**src/sv/bba_pkg.sv**
```systemverilog
// bba_pkg: shared types and constants for the bitmap block allocator
// holds the sequencer state type, op and status codes and parameter defaults
// no dependencies
package bba_pkg;

  localparam int BLOCKS_DEFAULT = 16;
  localparam int COUNT_W        = 7;
  localparam int START_W        = 6;
  localparam int SNAP_W         = 16;

  localparam logic FREE = 1'b0;

  localparam logic OP_ALLOC    = 1'b0;
  localparam logic OP_FREE_ALL = 1'b1;

  localparam logic STATUS_OK      = 1'b0;
  localparam logic STATUS_NO_ROOM = 1'b1;

  typedef enum logic [1:0] {
    ST_IDLE,
    ST_SCAN,
    ST_DONE
  } state_t;

endpackage

```
**src/sv/bitmap_block_allocator.sv**
```systemverilog
// bitmap_block_allocator: first fit allocator of contiguous runs over a busy bitmap
// one block per cycle scan under a small sequencer, registered result word
// depends on bba_pkg
//
// input channel (in_valid, in_stall): op and block_count. op allocate asks for
// block_count contiguous free blocks, op free all clears the map.
// output channel (out_valid, out_stall): status, start_block and map_snapshot,
// one result word per input word, in order. map_snapshot shows blocks 0 to 15.
// in_stall is high from the accepting edge until the result is loaded into the
// output register, so one word is worked on at a time.
// an allocate scans the map from block 0, one block per cycle, and stops at the
// last block of the first fitting run or, failing that, at block BLOCKS - 1.
// free all, a zero count and a count above BLOCKS skip the scan. the sequencer
// returns to idle as the result is loaded, so the next input word can be
// accepted in the cycle that out_valid rises.
// a stalled result holds the output register; a finished result then waits in
// the sequencer and the next input word is taken once it has moved on.
// rst clears the map to all free and empties the output register.
module bitmap_block_allocator
  import bba_pkg::*;
#(
  parameter int BLOCKS = BLOCKS_DEFAULT
) (
  input  logic               clk,
  input  logic               rst,
  input  logic               in_valid,
  output logic               in_stall,
  input  logic               op,
  input  logic [COUNT_W-1:0] block_count,
  output logic               out_valid,
  input  logic               out_stall,
  output logic               status,
  output logic [START_W-1:0] start_block,
  output logic [SNAP_W-1:0]  map_snapshot
);

  localparam int IW = (BLOCKS > 1) ? $clog2(BLOCKS) : 1;

  state_t              state, state_next;
  logic [BLOCKS-1:0]   busy_map, busy_map_next;
  logic [BLOCKS-1:0]   run_mask, run_mask_next;
  logic [IW-1:0]       idx, idx_next;
  logic [COUNT_W-1:0]  run, run_next;
  logic [COUNT_W-1:0]  cnt, cnt_next;
  logic                res_status, res_status_next;
  logic [START_W-1:0]  res_start, res_start_next;
  logic                load_out;
  logic [SNAP_W-1:0]   snap;
  logic                blk_free;
  logic [COUNT_W-1:0]  start_calc;

  generate
    if (BLOCKS >= SNAP_W) begin : g_snap_wide
      assign snap = busy_map[SNAP_W-1:0];
    end else begin : g_snap_narrow
      assign snap = {{(SNAP_W-BLOCKS){1'b0}}, busy_map};
    end
  endgenerate

  assign in_stall   = (state != ST_IDLE);
  assign blk_free   = (busy_map[idx] == FREE);
  assign start_calc = COUNT_W'(idx) + COUNT_W'(1) - cnt;

  always_comb begin
    state_next      = state;
    busy_map_next   = busy_map;
    run_mask_next   = run_mask;
    idx_next        = idx;
    run_next        = run;
    cnt_next        = cnt;
    res_status_next = res_status;
    res_start_next  = res_start;
    load_out        = 1'b0;
    unique case (state)
      ST_IDLE: begin
        if (in_valid) begin
          cnt_next        = block_count;
          idx_next        = '0;
          run_next        = '0;
          run_mask_next   = '0;
          res_start_next  = '0;
          res_status_next = STATUS_OK;
          priority if (op == OP_FREE_ALL) begin
            busy_map_next = '0;
            state_next    = ST_DONE;
          end else if (block_count == '0) begin
            state_next = ST_DONE;
          end else if (block_count > COUNT_W'(BLOCKS)) begin
            res_status_next = STATUS_NO_ROOM;
            state_next      = ST_DONE;
          end else begin
            state_next = ST_SCAN;
          end
        end
      end
      ST_SCAN: begin
        if (blk_free) begin
          run_next = run + COUNT_W'(1);
          for (int k = 0; k < BLOCKS; k++) begin
            run_mask_next[k] = run_mask[k] | (idx == IW'(k));
          end
        end else begin
          run_next      = '0;
          run_mask_next = '0;
        end
        priority if (blk_free && (run_next == cnt)) begin
          busy_map_next   = busy_map | run_mask_next;
          res_status_next = STATUS_OK;
          res_start_next  = start_calc[START_W-1:0];
          state_next      = ST_DONE;
        end else if (idx == IW'(BLOCKS - 1)) begin
          res_status_next = STATUS_NO_ROOM;
          res_start_next  = '0;
          state_next      = ST_DONE;
        end else begin
          idx_next = idx + IW'(1);
        end
      end
      ST_DONE: begin
        if (!out_valid || !out_stall) begin
          load_out   = 1'b1;
          state_next = ST_IDLE;
        end
      end
      default: begin
        state_next = ST_IDLE;
      end
    endcase
  end

  always_ff @(posedge clk) begin
    if (rst) begin
      state    <= ST_IDLE;
      busy_map <= '0;
    end else begin
      state    <= state_next;
      busy_map <= busy_map_next;
    end
  end

  always_ff @(posedge clk) begin
    idx        <= idx_next;
    run        <= run_next;
    run_mask   <= run_mask_next;
    cnt        <= cnt_next;
    res_status <= res_status_next;
    res_start  <= res_start_next;
  end

  always_ff @(posedge clk) begin
    if (rst) begin
      out_valid <= 1'b0;
    end else if (load_out) begin
      out_valid <= 1'b1;
    end else if (!out_stall) begin
      out_valid <= 1'b0;
    end
  end

  always_ff @(posedge clk) begin
    if (load_out) begin
      status       <= res_status;
      start_block  <= res_start;
      map_snapshot <= snap;
    end
  end

endmodule
```
**config.mk**
```make
export PLATFORM = sky130hd
export DESIGN_NAME = bitmap_block_allocator
export DESIGN_NICKNAME = d
export VERILOG_FILES = /design/src/sv/bba_pkg.sv /design/src/sv/bitmap_block_allocator.sv
export SDC_FILE = /design/constraint.sdc
export NUM_CORES = 1
export LEC_CHECK = 0
export BUFFER_PORTS_ARGS = -buffer_cell sky130_fd_sc_hd__buf_4
export CAP_MARGIN = 0
export CORE_MARGIN = 2
export CORE_UTILIZATION = 49
export DETAILED_ROUTE_END_ITERATION = 16
export GPL_ROUTABILITY_DRIVEN = 0
export PLACE_DENSITY = 0.68
export SLEW_MARGIN = 20
export SYNTH_ARGS = -nofsm -noshare
export SYNTH_HDL_FRONTEND = slang
export SYNTH_SLANG_ARGS = --single-unit
export TNS_END_PERCENT = 50
```
**constraint.sdc**
```tcl
create_clock -name clk -period 5.2 [get_ports clk]
set_input_delay 1.04 -clock clk [delete_from_list [all_inputs] [get_ports clk]]
set_output_delay 1.04 -clock clk [all_outputs]
set_load 0.1 [all_outputs]
```
# After elaboration in Yosys (flattened, before gate mapping)
# Index checks and enable logic that the tools add are counted.
dict set report totals {
  reg_bits 83
  latchBits 0
  ramBits 0
  rom_bits 0
  input_bits 12
  out_inout_bits 25
  memories 0
}
dict set report op_classes {
  n_addsub 4
  n_mul 0
  n_div 0
  order_cmp 2
  n_eq_ne 26
  shift 0
  muxes 41
  bitwise 18
  n_reduce_logical 15
}
# cell n
set ops {}
lappend ops {{16-bit two-way mux} 6}
lappend ops {{16-bit one-hot mux with 2 select lines} 2}
lappend ops {{4-bit == test (second input constant)} 8}
lappend ops {{7-bit two-way mux} 3}
lappend ops {{6-bit two-way mux} 3}
lappend ops {{4-bit by 3-bit == test with 1-bit output (second input constant)} 4}
lappend ops {{1-bit OR} 16}
lappend ops {{16-bit OR} 1}
lappend ops {{2-bit two-way mux} 7}
lappend ops {{7-bit one-hot mux with 2 select lines} 1}
lappend ops {{4-bit two-way mux} 3}
lappend ops {{2-bit inequality test (second input constant)} 6}
lappend ops {{6-bit one-hot mux with 2 select lines} 1}
lappend ops {{1-bit two-way mux} 11}
lappend ops {{4-bit by 2-bit == test with 1-bit output (second input constant)} 2}
lappend ops {{4-bit one-hot mux with 2 select lines} 1}
lappend ops {{4-bit AND reduction} 2}
lappend ops {{7-bit by 1-bit adder with 7-bit output (second input constant)} 1}
lappend ops {{7-bit == test} 1}
lappend ops {{7-bit by 5-bit > comparator with 1-bit output (second input constant)} 1}
lappend ops {{7-bit zero test} 1}
lappend ops {{2-bit one-hot mux with 3 select lines} 1}
lappend ops {{3-bit AND reduction} 2}
lappend ops {{5-bit by 6-bit subtractor with 6-bit output} 1}
lappend ops {{18 further kinds} 21}

# Logic depth before layout (Yosys ltp)
dict set report logic_depth {
  word_depth 8
  depth_mapped 11
  depth_no_buf 11
}

# Worst setup path after synthesis
# Ideal clock, no wire load.
dict set report synth_timing {
  path_kind {reg2reg}
  start {register run[0]}
  end {register res_start[0], enable pin}
  t_arrival_ps 2289
  required_time_ps 4817
  slack_ps 2528
  stages_incl_launch_ff 9
  path_cell_list {edfxtp_1 ha_1 xnor2_1 xnor2_1 nand3_1 nand4bb_1 buf_2 buf_2 o31ai_1}
}
dict set report synth_via {
  elab_chain_len 7
}
# item line_no
set synth_lines {}
lappend synth_lines {{from (decl)} bitmap_block_allocator.sv:43} ;# logic [COUNT_W-1:0] run, run_next;
lappend synth_lines {{from (signal assigned)} bitmap_block_allocator.sv:143} ;# run <= run_next;
lappend synth_lines {{7-bit by 1-bit adder with 7-bit output} bitmap_block_allocator.sv:98} ;# run_next = run + COUNT_W'(1);
lappend synth_lines {{7-bit two-way mux} bitmap_block_allocator.sv:97} ;# if (blk_free) begin
lappend synth_lines {{7-bit two-way mux} bitmap_block_allocator.sv:74} ;# unique case (state)
lappend synth_lines {{7-bit == test} bitmap_block_allocator.sv:106} ;# priority if (blk_free && (run_next == cnt)) begin
lappend synth_lines {{1-bit logical AND} bitmap_block_allocator.sv:106}
lappend synth_lines {{3-bit inequality test (no line)} --}
lappend synth_lines {{3-bit AND reduction (no line)} --}
lappend synth_lines {{to (signal assigned)} bitmap_block_allocator.sv:147} ;# res_start <= res_start_next;
lappend synth_lines {{to (decl)} bitmap_block_allocator.sv:46} ;# logic [START_W-1:0] res_start, res_start_next;
# Every way passes these cells. The select of a mux whose other input is x is not followed.
# A chain may end at the register's enable or synchronous reset.

# Final worst setup path
dict set report layout_timing {
  start {register idx[0]}
  end {register res_start[4], enable pin}
}
dict set report layout_via {
  elab_chain_len 8
  elab_cells_between_ends 10
  cone_classes {eq/ne: 3; mux: 4; bitwise: 1; reduce/logical: 2}
}
# item line_no
set layout_lines {}
lappend layout_lines {{from (decl)} bitmap_block_allocator.sv:42} ;# logic [IW-1:0] idx, idx_next;
lappend layout_lines {{from (signal assigned)} bitmap_block_allocator.sv:142} ;# idx <= idx_next;
lappend layout_lines {{1-bit binary-select mux with 4-bit select} bitmap_block_allocator.sv:61} ;# assign blk_free = (busy_map[idx] == FREE);
lappend layout_lines {{1-bit two-way mux (implied by the code)} bitmap_block_allocator.sv:61}
lappend layout_lines {{7-bit two-way mux} bitmap_block_allocator.sv:97}
lappend layout_lines {{7-bit two-way mux} bitmap_block_allocator.sv:74}
lappend layout_lines {{7-bit == test} bitmap_block_allocator.sv:106}
lappend layout_lines {{1-bit logical AND} bitmap_block_allocator.sv:106}
lappend layout_lines {{3-bit inequality test (no line) *} --}
lappend layout_lines {{3-bit AND reduction (no line) *} --}
# Every way passes the cells marked *; elsewhere a longest branch is shown, timed or not. The select of a mux whose other input is x is not followed.

==> impl_metrics.py <==
metrics = {
    "run_status": {
        "status": "completed",
    },
    "timing": {
        "post-route-min-period_ns": 3.169,
        "finalHoldViolCount": 0,
        "finalCritPeriodShare": 0.6094,
        "slew_headroom": 0.2711,
        "finalWorstSetupSlack_ns": 2.031,
        "worst_slew_pin_slew_ns": 1.084,
        "setup_viol": 0,
        "report.final.slew_viol_count": 0,
        "finClkSkew_ns": 0.008060,
        "rsz0062_at_grt": "false",
        "max_freq_ghz": 0.3155,
        "tns_ns": 0,
        "holdWs_ns": 0.4219,
    },
    "clocking": {
        "cts_htree_levels": 3,
        "cts_setup_buffers": 0,
        "cts_resized": 0,
        "hold_buffers": 0,
        "cts_buffers": 9,
        "worstSkewPairLatency_ns": 0.35,
        "cts_tree": "built",
        "cts_max_path_buffers": 2,
        "clkSlewWorstSetupHoldPaths_ns": 0.08,
        "cts_root_buf": "clkbuf_8",
        "clock_sinks": 83,
    },
    "finish": {
        "post-route-util": 0.5706,
        "drive_above_1_share": 0.2538,
        "num_antenna_cells": 0,
        "syn_to_final_growth_pct": 14.56,
        "fin_cells": 429,
        "fin_nets": 348,
        "fillCellCount": 653,
        "finalInstanceArea_um2": 4340,
    },
    "floorplan": {
        "start_util": 0.4980,
        "die_x_um": 91.93,
        "fp.dieH_um": 91.93,
        "core-area_um2": 7607,
        "top_level_ports": 37,
        "rows": 32,
        "die-area_um2": 8451,
    },
    "setup_path": {
        "startpoint_type": "flip-flop",
        "cp_data_required_time_ns": 5.16,
        "crit_path_end": "res_start[4]$_SDFFCE_PN0P_",
        "worstPathCellList": "mux4_2 -> a22o_1 -> or2_1 -> buf_4 -> o31ai_1",
        "regToRegSetupSlack_ns": 2.03,
        "crit_start": "idx[0]$_SDFFCE_PN0P_",
        "worst-setup-path-type": "flip-flop to flip-flop",
        "cp_max_fo": 20,
        "crit_slowest_cell": "o31ai_1",
        "rr_endpoint": "res_start[4]$_SDFFCE_PN0P_",
        "cpPeakStageDelay_ns": 0.90,
        "end_kind": "flip-flop",
        "crit_arrival_ns": 3.13,
        "rr_worst_depth": 5,
        "r2r-start": "idx[0]$_SDFFCE_PN0P_",
    },
    "placement": {
        "hpwl_mm": 4.759,
        "io_buffers": 36,
        "dpl.cell_count": 413,
        "place_ws_ns": 2.022,
        "place_area_um2": 4136,
    },
    "hold_path": {
        "min-delay-path-class": "flip-flop to flip-flop",
    },
    "drt": {
        "vias": 2307,
        "ant_nets": 0,
        "drtIter0Drc": 107,
        "drc_errors": 0,
        "wire_per_inst_um": 16.14,
        "firstDrtPassIters": 4,
        "wl_mm": 6.923,
        "routed_via_density": 5.378,
    },
    "power": {
        "finalPower_mw": 1.414,
        "powerDensity_nw_per_um2": 325.7,
        "p_leak_nw": 1.716,
        "peakVddDrop_mv": 0.1485,
    },
    "logic_synthesis": {
        "synth-seq-area-share": 0.6077,
        "avgSynthCellArea_um2": 13.29,
        "yosysWarnings": 0,
        "synth_top_family_by_area": "compound AO/OA/AOI/OAI gates",
        "synth-compound-area-share": 0.1242,
        "ys_ff_latch": 83,
        "synth_top_area_share": 0.5073,
        "synthSimpleGateAreaFrac": 0.1020,
        "synth_edf_count": 64,
        "netlist.top_cell.by_area": "edfxtp_1",
        "synthesis.area_um2": 3789,
        "synthArstFlopShare": 0,
        "ys_top_cells_by_count": "64 x edfxtp_1, 32 x nor2_1, 25 x a21oi_1",
        "yosys-top-cells-area": "edfxtp_1 51%, dfxtp_1 10%, o41ai_2 6.9%",
        "yosysMostFrequentCell": "edfxtp_1",
        "synthCells": 285,
        "synth-xor-area-share": 0.05614,
        "synth-adder-area-share": 0.04822,
        "ys_types": 35,
        "synth-main-ff-cell": "edfxtp_1",
        "synthMuxAreaShare": 0.02378,
        "synth.net_count": 311,
    },
    "global_routing": {
        "grt_pass1_vias": 2279,
        "grt_usage": 0.1768,
        "grt_pass1_wl_mm": 11.51,
        "grt_antenna_before_repair": 0,
        "grt_max_degree": 31,
        "overflow": 0,
    },
    "job": {
        "cap_violations": 0,
    },
}
==> layout make-up <==
type,count,area (µm²),share of cell area
Clock buffer,10,137.6,0.03171
Multi-Input combinational cell,171,1351,0.3113
Sequential cell,83,2302,0.5304
Timing Repair Buffer,39,292.8,0.06745
Tap cell,102,127.6,0.02940
Clock inverter,6,61.31,0.01413
Inverter,18,67.56,0.01557
==> registers in the layout (all words and copies together) (netlist names) <==
signal and flops:
map_snapshot 16, idx 4, res_status 1, run_mask 16, status 1, busy_map 16
res_start 6, out_valid 1, state 2, cnt 7, start_block 6, run 7
==> power breakdown <==
part           internal (mW)  switching [mW]  leakage (nW)
clock network          0.236           0.226         0.107
logic                 0.0554           0.135         0.822
registers              0.745          0.0168         0.786
total                   1.04           0.378          1.72
==> worst min path at each step <==
stage,from,to,slack [ns],cells past startpoint
6_report,res_start[0]$_SDFFCE_PN0P_,start_block[0]$_DFFE_PP_,0.42,0
5_1_grt,res_start[5]$_SDFFCE_PN0P_,start_block[5]$_DFFE_PP_,0.44,0
4_1_cts,res_start[0]$_SDFFCE_PN0P_,start_block[0]$_DFFE_PP_,0.42,0
3_5_place_dp,res_start[0]$_SDFFCE_PN0P_,start_block[0]$_DFFE_PP_,0.41,0
3_3_place_gp,res_status$_DFFE_PP_,status$_DFFE_PP_,0.40,0
2_1_floorplan,res_start[0]$_SDFFCE_PN0P_,start_block[0]$_DFFE_PP_,0.40,0
==> logic make-up (layout without fill, tap and decap cells) <==
| group | Yosys count | count (layout) |
|---|---|---|
| xor+xnor | 18 | 18 |
| buf+inv | 31 | 73 |
| flops | 83 | 83 |
| compound gates | 52 | 52 |
| fa+ha+maj | 14 | 14 |
| simple gates | 83 | 83 |
| mux | 4 | 4 |
==> cell usage in the layout, fill, tap and decap left out, drive strengths merged, types with 2 or more instances in the layout <==
cell,n
edfxtp,64
buf,39
nor2,32
a21oi,25
nand2,23
inv,21
dfxtp,19
o41ai,16
ha,13
clkbuf,10
xnor2,8
xor2,6
nand3,6
nor3,6
nand2b,4
xnor3,4
mux4,4
nor2b,3
or2,3
a22o,2
and2,2
o31a,2
o31ai,2
nor4,2
a21o,2
clkinv,2
==> worst max-delay path: cells and delay by family, from the launching register on <==
family	cells	cell delay (ns)
and+or+nand+nor	1	0.20
DFF	1	0.63
muxes	1	0.58
AOI/OAI and AO/OA	2	1.15
buffers and inverters	1	0.23
==> per-layer routing <==
metal,wire [µm],share of wire,track usage
met3,463,0.067,0.04191
met5,0,0,0
met1,3199,0.46,0.2463
met2,3128,0.45,0.2647
met4,131,0.019,0.07960
(Power assumes the default switching activity.)
